[src/hdl/lfu_pkg.sv]
// Shared types and constants for the LFU cache with LRU tie-break.
package lfu_pkg;

  localparam int DATA_W              = 32;
  localparam int CAP_W               = 5;
  localparam int DEFAULT_MAX_ENTRIES = 16;

  localparam logic [CAP_W-1:0]  CAP_RESET  = 5'd16;
  localparam logic [DATA_W-1:0] COUNT_MAX  = 32'hFFFF_FFFF;
  localparam logic [DATA_W-1:0] COUNT_ONE  = 32'd1;
  localparam logic [DATA_W-1:0] MISS_VALUE = 32'hFFFF_FFFF;

  localparam logic CMD_GET = 1'b0;
  localparam logic CMD_PUT = 1'b1;

  typedef enum logic [2:0] {
    ST_IDLE,
    ST_SCAN,
    ST_DECIDE,
    ST_UPDATE,
    ST_DONE
  } st_t;

  // Sequencer strobes to the entry unit.
  typedef struct packed {
    logic start;   // latch request, clear scan trackers
    logic scan;    // read data valid during the search sweep
    logic decide;  // settle target, threshold and result
    logic update;  // read data valid during the write-back sweep
  } ctl_t;

  // Decision flags back to the sequencer.
  typedef struct packed {
    logic act;     // request needs a write-back sweep
    logic ins;     // new key is loaded
    logic grow;    // new key is loaded without an eviction
  } sts_t;

  typedef struct packed {
    logic              hit;
    logic [DATA_W-1:0] read_value;
    logic              evicted;
    logic [DATA_W-1:0] evicted_key;
  } res_t;

endpackage

[src/hdl/lfu_ram.sv]
// Generic single-write, single-read RAM with registered read data.
module lfu_ram #(
  parameter int WIDTH = 32,
  parameter int DEPTH = 16
) (
  input  logic                                   clk,
  input  logic                                   we,
  input  logic [(DEPTH > 1 ? $clog2(DEPTH) : 1)-1:0] waddr,
  input  logic [WIDTH-1:0]                       wdata,
  input  logic [(DEPTH > 1 ? $clog2(DEPTH) : 1)-1:0] raddr,
  output logic [WIDTH-1:0]                       rdata
);

  logic [WIDTH-1:0] mem [DEPTH];

  always_ff @(posedge clk) begin
    if (we) begin
      mem[waddr] <= wdata;
    end
    rdata <= mem[raddr];
  end

endmodule

[src/hdl/lfu_entry_unit.sv]
// Shared per-entry compare and update unit: key match, victim search, rank rewrite.
module lfu_entry_unit #(
  parameter int MAX_ENTRIES = 16
) (
  input  logic                                   clk,
  input  logic                                   rst_n,
  input  lfu_pkg::ctl_t                          ctl,
  input  logic                                   full,
  input  logic                                   req_cmd,
  input  logic [lfu_pkg::DATA_W-1:0]             req_key,
  input  logic [lfu_pkg::DATA_W-1:0]             req_val,
  input  logic [(MAX_ENTRIES > 1 ? $clog2(MAX_ENTRIES) : 1)-1:0] rd_idx,
  input  logic                                   rd_vbit,
  input  logic [3*lfu_pkg::DATA_W+(MAX_ENTRIES > 1 ? $clog2(MAX_ENTRIES) : 1)-1:0] rdata,
  output logic                                   we,
  output logic [3*lfu_pkg::DATA_W+(MAX_ENTRIES > 1 ? $clog2(MAX_ENTRIES) : 1)-1:0] wdata,
  output logic [(MAX_ENTRIES > 1 ? $clog2(MAX_ENTRIES) : 1)-1:0] tgt_idx,
  output lfu_pkg::sts_t                          sts,
  output lfu_pkg::res_t                          res
);

  import lfu_pkg::*;

  localparam int IDX_W = (MAX_ENTRIES > 1) ? $clog2(MAX_ENTRIES) : 1;

  // Request
  logic              cmd_r;
  logic [DATA_W-1:0] key_r;
  logic [DATA_W-1:0] val_r;

  // Entry word fields
  logic [DATA_W-1:0] e_key, e_val, e_cnt;
  logic [IDX_W-1:0]  e_rank;

  // Search trackers
  logic              found_r;
  logic [IDX_W-1:0]  found_idx_r;
  logic [IDX_W-1:0]  found_rank_r;
  logic [DATA_W-1:0] found_val_r;
  logic              best_vld_r;
  logic [IDX_W-1:0]  best_idx_r;
  logic [IDX_W-1:0]  best_rank_r;
  logic [DATA_W-1:0] best_cnt_r;
  logic [DATA_W-1:0] best_key_r;
  logic              free_vld_r;
  logic [IDX_W-1:0]  free_idx_r;

  // Decision
  logic [IDX_W-1:0]  tgt_idx_r;
  logic [IDX_W-1:0]  thr_r;
  logic              ins_r;
  logic              grow_r;
  res_t              res_r;

  logic match, better, first_free;
  logic is_put, evict_c;
  logic [DATA_W-1:0] cnt_inc;
  logic              rank_bump;

  assign e_key  = rdata[3*DATA_W+IDX_W-1 -: DATA_W];
  assign e_val  = rdata[2*DATA_W+IDX_W-1 -: DATA_W];
  assign e_cnt  = rdata[DATA_W+IDX_W-1 -: DATA_W];
  assign e_rank = rdata[IDX_W-1:0];

  assign match = rd_vbit && (e_key == key_r) && !found_r;
  assign better = rd_vbit && (!best_vld_r || (e_cnt < best_cnt_r) ||
                  ((e_cnt == best_cnt_r) && (e_rank > best_rank_r)));
  assign first_free = !rd_vbit && !free_vld_r;

  assign is_put  = (cmd_r == CMD_PUT);
  assign evict_c = !found_r && is_put && full;

  always_ff @(posedge clk) begin
    if (!rst_n) begin
      found_r    <= 1'b0;
      best_vld_r <= 1'b0;
      free_vld_r <= 1'b0;
      ins_r      <= 1'b0;
      grow_r     <= 1'b0;
    end else if (ctl.start) begin
      found_r    <= 1'b0;
      best_vld_r <= 1'b0;
      free_vld_r <= 1'b0;
    end else if (ctl.scan) begin
      if (match) begin
        found_r <= 1'b1;
      end
      if (better) begin
        best_vld_r <= 1'b1;
      end
      if (first_free) begin
        free_vld_r <= 1'b1;
      end
    end else if (ctl.decide) begin
      ins_r  <= !found_r && is_put;
      grow_r <= !found_r && is_put && !full;
    end
  end

  always_ff @(posedge clk) begin
    if (ctl.start) begin
      cmd_r <= req_cmd;
      key_r <= req_key;
      val_r <= req_val;
    end
    if (ctl.scan) begin
      if (match) begin
        found_idx_r  <= rd_idx;
        found_rank_r <= e_rank;
        found_val_r  <= e_val;
      end
      if (better) begin
        best_idx_r  <= rd_idx;
        best_rank_r <= e_rank;
        best_cnt_r  <= e_cnt;
        best_key_r  <= e_key;
      end
      if (first_free) begin
        free_idx_r <= rd_idx;
      end
    end
    if (ctl.decide) begin
      tgt_idx_r <= found_r ? found_idx_r : (full ? best_idx_r : free_idx_r);
      thr_r     <= found_r ? found_rank_r : best_rank_r;
      res_r.hit <= found_r;
      res_r.read_value  <= (found_r && !is_put) ? found_val_r : MISS_VALUE;
      res_r.evicted     <= evict_c;
      res_r.evicted_key <= evict_c ? best_key_r : '0;
    end
  end

  // Write-back: target gets the fresh word, other live entries age.
  assign cnt_inc   = (e_cnt == COUNT_MAX) ? e_cnt : e_cnt + COUNT_ONE;
  assign rank_bump = grow_r || (e_rank < thr_r);

  always_comb begin
    we    = 1'b0;
    wdata = rdata;
    if (ctl.update) begin
      if (rd_idx == tgt_idx_r) begin
        we = 1'b1;
        if (ins_r) begin
          wdata = {key_r, val_r, COUNT_ONE, {IDX_W{1'b0}}};
        end else begin
          wdata = {e_key, (is_put ? val_r : e_val), cnt_inc, {IDX_W{1'b0}}};
        end
      end else if (rd_vbit) begin
        we = 1'b1;
        wdata = {e_key, e_val, e_cnt, e_rank + IDX_W'(rank_bump)};
      end
    end
  end

  assign tgt_idx  = tgt_idx_r;
  assign sts.act  = found_r || is_put;
  assign sts.ins  = ins_r;
  assign sts.grow = grow_r;
  assign res      = res_r;

endmodule

[src/hdl/lfu_cache_with_lru_tiebreak.sv]
// Top level: LFU cache with LRU tie-break, sequencer and entry bookkeeping.
// A request transfers when start is high and busy is low. The block then
// sweeps all MAX_ENTRIES slots of one entry RAM through a single compare
// unit to find the key, the eviction victim (lowest use count, oldest
// among equals) and the first free slot, passes through a decide state, and
// sweeps the RAM a second time to rewrite the touched entry and the
// recency ranks of the others. The result shows on the out_ ports for
// exactly one cycle with out_valid high; the receiver cannot stall it, so
// sample it then. A get that misses skips the second sweep. Busy drops in
// the cycle after the result, and the block takes no new request until
// then. MAX_ENTRIES defaults to 16. Slot valid bits live in flops and
// clear at reset, so no clearing pass is needed; the RAM holds garbage
// until written and is only trusted where a valid bit is set. The capacity
// register takes a write at any cycle with cfg_valid high; write it only
// while idle. Zero acts as one and values above MAX_ENTRIES act as
// MAX_ENTRIES. Lowering it below the live entry count keeps the store, and
// each later new-key put evicts one entry first.
module lfu_cache_with_lru_tiebreak #(
  parameter int MAX_ENTRIES = lfu_pkg::DEFAULT_MAX_ENTRIES
) (
  input  logic                               clk,
  input  logic                               rst_n,
  // Request channel
  input  logic                               start,
  output logic                               busy,
  input  logic                               in_command,
  input  logic signed [lfu_pkg::DATA_W-1:0]  in_key,
  input  logic signed [lfu_pkg::DATA_W-1:0]  in_value,
  // Result channel
  output logic                               out_valid,
  output logic                               out_hit,
  output logic signed [lfu_pkg::DATA_W-1:0]  out_read_value,
  output logic                               out_evicted,
  output logic signed [lfu_pkg::DATA_W-1:0]  out_evicted_key,
  // Capacity register write channel
  input  logic                               cfg_valid,
  output logic                               cfg_ready,
  input  logic [lfu_pkg::CAP_W-1:0]          cfg_data
);

  import lfu_pkg::*;

  localparam int IDX_W  = (MAX_ENTRIES > 1) ? $clog2(MAX_ENTRIES) : 1;
  localparam int CNT_W  = $clog2(MAX_ENTRIES + 1);
  localparam int WORD_W = 3 * DATA_W + IDX_W;

  st_t              state_r, state_nxt;
  logic [CNT_W-1:0] cnt_r, cnt_nxt;
  logic             rd_vld_r, rd_vld_nxt;
  logic [IDX_W-1:0] rd_idx_r, rd_idx_nxt;
  ctl_t             ctl;

  logic [CAP_W-1:0]       cap_r;
  logic [CNT_W-1:0]       in_use_r;
  logic [MAX_ENTRIES-1:0] valid_r;

  logic [31:0] cap_ext, cap_eff, in_use_ext;
  logic        full;

  logic              ram_we;
  logic [WORD_W-1:0] ram_wdata, ram_rdata;
  logic [IDX_W-1:0]  tgt_idx;
  sts_t              sts;
  res_t              res;
  logic              sweep_last;

  // Capacity register
  assign cfg_ready = 1'b1;

  always_ff @(posedge clk) begin
    if (!rst_n) begin
      cap_r <= CAP_RESET;
    end else if (cfg_valid && cfg_ready) begin
      cap_r <= cfg_data;
    end
  end

  // Clamp capacity into 1..MAX_ENTRIES
  always_comb begin
    cap_ext = 32'(cap_r);
    cap_eff = (cap_ext == 32'd0) ? 32'd1 : cap_ext;
    if (cap_eff > 32'(MAX_ENTRIES)) begin
      cap_eff = 32'(MAX_ENTRIES);
    end
    in_use_ext = 32'(in_use_r);
    full       = (in_use_ext >= cap_eff);
  end

  // Sequencer
  always_ff @(posedge clk) begin
    if (!rst_n) begin
      state_r  <= ST_IDLE;
      cnt_r    <= '0;
      rd_vld_r <= 1'b0;
    end else begin
      state_r  <= state_nxt;
      cnt_r    <= cnt_nxt;
      rd_vld_r <= rd_vld_nxt;
    end
  end

  always_ff @(posedge clk) begin
    rd_idx_r <= rd_idx_nxt;
  end

  // Last read of a sweep lands this cycle
  assign sweep_last = (cnt_r == CNT_W'(MAX_ENTRIES)) && rd_vld_r;

  always_comb begin
    state_nxt  = state_r;
    cnt_nxt    = cnt_r;
    rd_vld_nxt = 1'b0;
    rd_idx_nxt = rd_idx_r;
    ctl        = '0;
    case (state_r)
      ST_IDLE: begin
        if (start) begin
          ctl.start  = 1'b1;
          cnt_nxt    = '0;
          state_nxt  = ST_SCAN;
        end
      end
      ST_SCAN, ST_UPDATE: begin
        ctl.scan   = (state_r == ST_SCAN) && rd_vld_r;
        ctl.update = (state_r == ST_UPDATE) && rd_vld_r;
        if (cnt_r != CNT_W'(MAX_ENTRIES)) begin
          // issue the next read of the sweep
          rd_vld_nxt = 1'b1;
          rd_idx_nxt = cnt_r[IDX_W-1:0];
          cnt_nxt    = cnt_r + CNT_W'(1);
        end
        if (sweep_last) begin
          state_nxt = (state_r == ST_SCAN) ? ST_DECIDE : ST_DONE;
        end
      end
      ST_DECIDE: begin
        ctl.decide = 1'b1;
        cnt_nxt    = '0;
        state_nxt  = sts.act ? ST_UPDATE : ST_DONE;
      end
      ST_DONE: begin
        state_nxt = ST_IDLE;
      end
      default: begin
        state_nxt = ST_IDLE;
      end
    endcase
  end

  assign busy = (state_r != ST_IDLE);

  // Valid bits and live count: commit once the write-back is finished
  always_ff @(posedge clk) begin
    if (!rst_n) begin
      valid_r  <= '0;
      in_use_r <= '0;
    end else if (state_r == ST_DONE) begin
      if (sts.ins) begin
        valid_r[tgt_idx] <= 1'b1;
      end
      if (sts.grow) begin
        in_use_r <= in_use_r + CNT_W'(1);
      end
    end
  end

  lfu_ram #(
    .WIDTH (WORD_W),
    .DEPTH (MAX_ENTRIES)
  ) u_entry_ram (
    .clk   (clk),
    .we    (ram_we),
    .waddr (rd_idx_r),
    .wdata (ram_wdata),
    .raddr (cnt_r[IDX_W-1:0]),
    .rdata (ram_rdata)
  );

  lfu_entry_unit #(
    .MAX_ENTRIES (MAX_ENTRIES)
  ) u_entry_unit (
    .clk     (clk),
    .rst_n   (rst_n),
    .ctl     (ctl),
    .full    (full),
    .req_cmd (in_command),
    .req_key (in_key),
    .req_val (in_value),
    .rd_idx  (rd_idx_r),
    .rd_vbit (valid_r[rd_idx_r]),
    .rdata   (ram_rdata),
    .we      (ram_we),
    .wdata   (ram_wdata),
    .tgt_idx (tgt_idx),
    .sts     (sts),
    .res     (res)
  );

  // Result strobe and payload
  assign out_valid       = (state_r == ST_DONE);
  assign out_hit         = res.hit;
  assign out_read_value  = res.read_value;
  assign out_evicted     = res.evicted;
  assign out_evicted_key = res.evicted_key;

`ifndef ASSERT_OFF
  // Live count tracks the valid bits
  a_in_use_matches: assert property (@(posedge clk) disable iff (!rst_n)
    $countones(valid_r) == 32'(in_use_r))
    else $error("entry count disagrees with valid bits");

  // A hit never evicts
  a_hit_no_evict: assert property (@(posedge clk) disable iff (!rst_n)
    out_valid |-> !(out_hit && out_evicted))
    else $error("hit reported together with eviction");

  // No eviction means a zero evicted key
  a_evict_key_zero: assert property (@(posedge clk) disable iff (!rst_n)
    (out_valid && !out_evicted) |-> (out_evicted_key == '0))
    else $error("evicted key set without eviction");

  // A transfer starts the sweep
  a_start_busy: assert property (@(posedge clk) disable iff (!rst_n)
    (start && !busy) |=> (busy && state_r == ST_SCAN))
    else $error("request transfer did not start a sweep");
`endif

endmodule
[config.mk]
export PLATFORM = sky130hd
export DESIGN_NAME = lfu_cache_with_lru_tiebreak
export DESIGN_NICKNAME = d
export VERILOG_FILES = /design/src/hdl/lfu_pkg.sv /design/src/hdl/lfu_ram.sv /design/src/hdl/lfu_entry_unit.sv /design/src/hdl/lfu_cache_with_lru_tiebreak.sv
export SDC_FILE = /design/constraint.sdc
export NUM_CORES = 2
export LEC_CHECK = 0
export BUFFER_PORTS_ARGS = -buffer_cell sky130_fd_sc_hd__buf_2
export CAP_MARGIN = 25
export CORE_MARGIN = 5
export CORE_UTILIZATION = 40
export DETAILED_ROUTE_END_ITERATION = 12
export PLACE_DENSITY_LB_ADDON = 0.1
export SLEW_MARGIN = 10
export SYNTH_ARGS = -nofsm -noshare
export SYNTH_HDL_FRONTEND = slang
export SYNTH_SLANG_ARGS = --single-unit
[constraint.sdc]
create_clock -name clk -period 9.8 [get_ports clk]
set_clock_uncertainty 0.05 [all_clocks]
set_input_delay 2.94 -clock clk [delete_from_list [all_inputs] [get_ports clk]]
set_output_delay 2.94 -clock clk [all_outputs]
set_load 0.02 [all_outputs]
### Word level (Yosys, flattened, before mapping)

Memory sizes are Yosys's and may differ from the RTL's. A register that Yosys moved wholly into a read port is not among the register bits.
Index checks and enable logic that the tools add are counted.
W data, S select, Z words.

* memories kept: 1
* logic and storage cells: 132
* memory bits (writable): 1600
* output and inout bits: 69
* register bits after elaboration: 299

Memory list
* u_entry_ram.mem: words 16, bits a word 100, rd ports 1, clocked after Yosys merged registers in 1, wr ports 1, line lfu_ram.sv:14 `logic [WIDTH-1:0] mem [DEPTH];`

* bitwise operators: 4
* order comparisons: 8
* $add $sub $neg: 4
* muxes and demuxes: 34
* reductions and logical operators: 39
* eq/ne operators: 13

Operators with widths (number)
* $mux W100: 3
* $eq A32 B32 Y1: 2
* $mux W32: 2
* $add A32 B1 Y32 const B: 1
* $eq A32 B32 Y1 const B: 1
* $ge A5 B32 Y1: 1
* $lt A32 B32 Y1: 1
* $mux W5: 4
* $mux W4: 4
* $or A16 B16 Y16: 1
* $reduce_and A2 Y1: 8
* $pmux W5 S3: 1
* $logic_and A1 B1 Y1: 13
* $mux W1: 13
* $mux W3: 4
* $add A5 B1 Y5 const B: 2
* $lt A4 B5 Y1 const B: 2
* $pmux W3 S3: 1
* $eq A3 B2 Y1 const B: 2
* $logic_not A1 Y1: 6
* $ne A2 B2 Y1 const B: 3
* $reduce_and A3 Y1: 2
* $reduce_bool A3 Y1: 2
* $eq A5 B5 Y1 const B: 1
* 16 further kinds: 22

### Longest topological paths before layout

* depth in word-level cells: 7
* depth in mapped cells: 12
* depth with buffers taken out: 12

### Modules after synthesis

A second synthesis with hierarchy kept.

* cell total of the unflattened synthesis: 3633
* area, all modules: 75456.1 um2

By module, submodules not included
* lfu_ram: times used 1, cells an instance 2560, area an instance 61783.0 um2
* lfu_entry_unit: times used 1, cells an instance 883, area an instance 11792.6 um2
* lfu_cache_with_lru_tiebreak: times used 1, cells an instance 190, area an instance 1880.6 um2

### Worst setup path before layout

OpenSTA, ideal clock, no wires.

* path kind: register -> register
* start: register rd_idx_r[0]
* end: memory u_entry_ram.mem[2][0] in the netlist's numbering, enable pin
* path slack: 0.655 ns
* path buffers: 1
* stages on the path, launching flop included: 8
* arrival time: 8.413 ns
* library setup time: 0.682 ns
* required time: 9.068 ns
* cell sequence: edfxtp_1 > buf_6 > mux4_2 > mux2i_1 > o22ai_1 > or2_2 > nand3b_1 > nor3_1

* longest elaborated chain between the ends: 7
* elaborated cells between the ends (all ways): 8
* classes of those cells: eq/ne (1); mux (7)

RTL lines
* from (decl): line lfu_cache_with_lru_tiebreak.sv:50 `logic [IDX_W-1:0] rd_idx_r, rd_idx_nxt;`
* from (signal assigned): line lfu_cache_with_lru_tiebreak.sv:103 `rd_idx_r <= rd_idx_nxt;`
* $bmux W1 S4: line lfu_cache_with_lru_tiebreak.sv:190 `.rd_vbit (valid_r[rd_idx_r]),`
* $mux W1 (not written as such): line lfu_cache_with_lru_tiebreak.sv:190
* $mux W1: line lfu_entry_unit.sv:147 `end else if (rd_vbit) begin`
* $mux W1: line lfu_entry_unit.sv:140 `if (rd_idx == tgt_idx_r) begin`
* $mux W1: line lfu_entry_unit.sv:139 `if (ctl.update) begin`
* $mux W1: line lfu_ram.sv:17 `if (we) begin`
* $mux W1 (not written as such): line lfu_ram.sv:18 `mem[waddr] <= wdata;`
* to (decl): line lfu_ram.sv:14

Several ways; a longest one is shown, not always the timed one. The select of a mux whose other input is x is not followed.

### Worst setup path in the final report

* start: register state_r[2]
* end: output port out_valid

* longest elaborated chain between the ends: 1

RTL lines
* from (decl): line lfu_cache_with_lru_tiebreak.sv:47 `st_t state_r, state_nxt;`
* from (signal assigned): line lfu_cache_with_lru_tiebreak.sv:96 `state_r <= state_nxt;`
* $eq A3 B3 Y1: line lfu_cache_with_lru_tiebreak.sv:200 `assign out_valid = (state_r == ST_DONE);`
* to (decl): line lfu_cache_with_lru_tiebreak.sv:30 `output logic out_valid,`

No other way between the ends.

==> flow_metrics.tcl <==
set metrics [dict create \
    status "complete, no violations" \
    cp_num_buf_inv 1 \
    p_comb_share_pct 6.9 \
    hold_class "register to register" \
    drt-total-wl_mm 190.5 \
    setup_viol 0 \
    drv_cap 0 \
    cts_buffer_depth 3 \
    min_to "u_entry_unit.found_val_r[23]" \
    worstPathRequired_ns 6.81 \
    worstSetupPathType "register to primary output" \
    fill_cells 15610 \
    gr-usage-met2_pct 32.19 \
    report.final.slew_viol_count 0 \
    fin_area_um2 86950 \
    p_clk_share_pct 41.9 \
    synth_top_cells_by_area "edfxtp_1, mux4_2, dfxtp_1" \
    max_clock_freq_mhz 188.6 \
    path_cells "nor3b_1 -> buf_2" \
    via_per_inst 5.498 \
    synth_simple_gate_area_share_pct 3.019 \
    seq_area_um2 58640 \
    cts_resized 0 \
    power_switching_mw 4.164 \
    groute.usage.overall_pct 19.26 \
    clock_latency_ns 0.84 \
    power.density_nw_per_um2 219.4 \
    nets 3865 \
    dr.pass1.iters 5 \
    synth.largest_area_cell "edfxtp_1" \
    synth_compound_area_share_pct 0.9759 \
    io_pins 143 \
    critPathMaxStageDelay_ns 0.68 \
    fin_crit_sh_pct 54.11 \
    final_cells 6421 \
    crit_arrival_ns 2.31 \
    vias 35300 \
    antenna_found_initial 5 \
    start_util_pct 40.21 \
    multiInputGateArea_um2 16240 \
    finalPower_mw 19.07 \
    die-area_um2 197600 \
    die_x_um 444.5 \
    worstReg2RegStart "rd_idx_r[3]" \
    rows 159 \
    ant_nets 0 \
    gp_congestion 0.7725 \
    drive_above_1_share_pct 28.92 \
    cts_setup_buffers 0 \
    grt_pass1_wl_mm 273.7 \
    core_um2 187800 \
    p_int_mw 14.91 \
    die_height_um 444.5 \
    grt_pass1_vias 37620 \
    seq_area_frac_synth_pct 77.64 \
    synth_mux_area_share_pct 15.75 \
    crit_path_max_fanout 9 \
    min_period_ns 5.303 \
    swShare_pct 21.83 \
    async_reset_ff_share_pct 0 \
    rsz0062_at_grt "no" \
    cp-start-kind "register" \
    hold_viol_final 0 \
    use_met1_pct 26.23 \
    clkSlewWorstSetupHoldPaths_ns 0.06 \
    synth_top_family_by_area "multiplexers" \
    synth_xor_area_share_pct 0.6611 \
    yosys_register_bits 1999 \
    syn2layout_area_growth_pct 15.15 \
    cp_top_family "simple AND/OR/NAND/NOR gates" \
    remaining_drc_errors 0 \
    cp-end-kind "primary output" \
    cts_buffers 210 \
    p_seq_share_pct 51.2 \
    p_leak_nw 27.13 \
    slowest_stage "nor3b_1" \
    synth_top_area_share_pct 73.92 \
    portBuffers 141 \
    syn_area_um2 75510 \
    hold_start "u_entry_ram.rdata[59]" \
    post-route-util_pct 46.30 \
    cts_tree "built" \
    startpoint "state_r[2]" \
    synth_edf_count 1859 \
    clkSinkCount 1999 \
    dp.cells 6012 \
    rrSetupSlack_ns 5.08 \
    synth-main-ff-cell "edfxtp_1" \
    synthAdderAreaFrac_pct 0.8284 \
    synth.avg_cell_area_um2 21.93 \
    ir_worst_vdd_v 0.0001481 \
    r2r_end "u_entry_ram.mem[6][24]" \
    synthCells 3444 \
    grt_overflow 0 \
    slew_headroom_pct 29.72 \
    wire_per_inst_um 29.67 \
    use_met3_pct 3.047 \
    ys_types 60 \
    hold_depth 0 \
    clock-root-buffer "clkbuf_16" \
    yosysWarnings 0 \
    r2r_cells 8 \
    grt_busiest_layer "met2" \
    place_hpwl_mm 99.41 \
    hold_buffers 0 \
    grt_max_degree 131 \
    placed_area_um2 79800 \
    tightest_slew_ns 1.052 \
    syn-num-nets 3568 \
    setup_tns_ns 0 \
    h-tree-depth 4 \
    drt_iter0_drc 3137 \
]
routing by layer:
metal	share of wire, %	wire (um)	up-vias
li1	-	-	14820
met1	43	81580	19220
met2	50	94780	979
met4	2.9	5465	0
met3	4.6	8672	288
met5	0	0	-
worst max path at each step:
stage                                        end  cells past startpoint
after global placement    u_entry_unit.val_r[30]                      5
after global routing                   out_valid                      2
after detailed placement  u_entry_unit.val_r[28]                      5
final                                  out_valid                      2
after floorplan            u_entry_ram.mem[2][0]                      7
after CTS                              out_valid                      2
through the flow:
stage / worst slack, ns / hold WS (ns)
after CTS: 4.427 / 0.3871
after global routing: 4.338 / 0.3987
after detailed placement: 4.661 / 0.3695
after floorplan: 0.6552 / 0.3544
final: 4.497 / 0.3866
after global placement: 4.664 / 0.3623
cell usage after synthesis, drive strengths merged (5+ instances only):
library cell	number
a211oi	6
a21oi	45
and2	43
and4	5
buf	61
clkbuf	94
dfxtp	140
edfxtp	1859
ha	50
inv	53
mux2	33
mux2i	17
mux4	504
nand2	165
nand2b	49
nand3	24
nand4	26
nor2	60
nor2b	23
nor3	20
nor4	14
o21a	8
o21ai	36
or3	5
xnor2	21
xor2	36
sequential cells by signal, indices dropped and copies added, names as in the netlist, 5 cells and up:
register / count
cap_r: 5
u_entry_unit.best_key_r: 32
u_entry_ram.mem: 1600
in_use_r: 5
u_entry_ram.rdata: 100
u_entry_unit.key_r: 32
u_entry_unit.res: 66
u_entry_unit.best_cnt_r: 32
valid_r: 16
u_entry_unit.found_val_r: 32
u_entry_unit.val_r: 32
cnt_r: 5
cell families (layout without fill, tap and decap cells):
logic type | count (synthesis) | after routing
xor+xnor | 57 | 57
flops | 1999 | 1999
fa+ha+maj | 50 | 50
mux | 554 | 554
buf+inv | 208 | 689
simple gates | 453 | 453
other cells | 1 | 2
compound gates | 122 | 122
power by group through the flow:
stage | sequential (mW) | combinational [mW] | clock [mW]
final | 9.77 | 1.31 | 8.00
after CTS | 9.77 | 1.32 | 8.19
after global routing | 9.77 | 1.43 | 8.56
after detailed placement | 9.94 | 1.32 | 0
after global placement | 9.94 | 1.27 | 0
after floorplan | 9.87 | 0.927 | 0
worst reg2reg max path, stage by stage, from the launching register on:
cell and delay [ns]:
edfxtp_1 0.75, mux4_2 0.34, mux2i_1 0.13, o22ai_1 0.49, or2_2 0.26, nand3b_1 0.33, nor2_4 0.74, buf_4 0.56
buf_4 0.69
cell type report:
class	count	area share, %
sequential	1999	67.44
multi-input combinational	1237	18.68
clock buffer	291	6.792
tap	2495	3.590
timing repair buffer	240	2.013
clock inverter	105	1.256
inverter	53	0.2317
antenna	1	0.002878
placed cells by master (no fill, tap or decap), types with 11 or more instances in the layout:
cell / instances
nor2b_1: 21
xor2_1: 36
buf_2: 141
bufinv_16: 20
clkinv_2: 41
dfxtp_1: 136
nand4_1: 24
buf_12: 11
edfxtp_1: 1859
nand2_1: 165
buf_4: 78
xnor2_1: 21
mux2i_1: 16
inv_1: 52
nor4_1: 13
mux4_2: 504
nand3_1: 23
ha_1: 50
clkbuf_8: 24
mux2_2: 33
clkbuf_1: 52
nor3_1: 15
clkinv_1: 29
nor2_1: 45
nor2_4: 15
nand2b_1: 49
o21ai_0: 33
and2_1: 42
clkbuf_16: 215
a21oi_1: 45
Power figures use the tool's default switching activity.
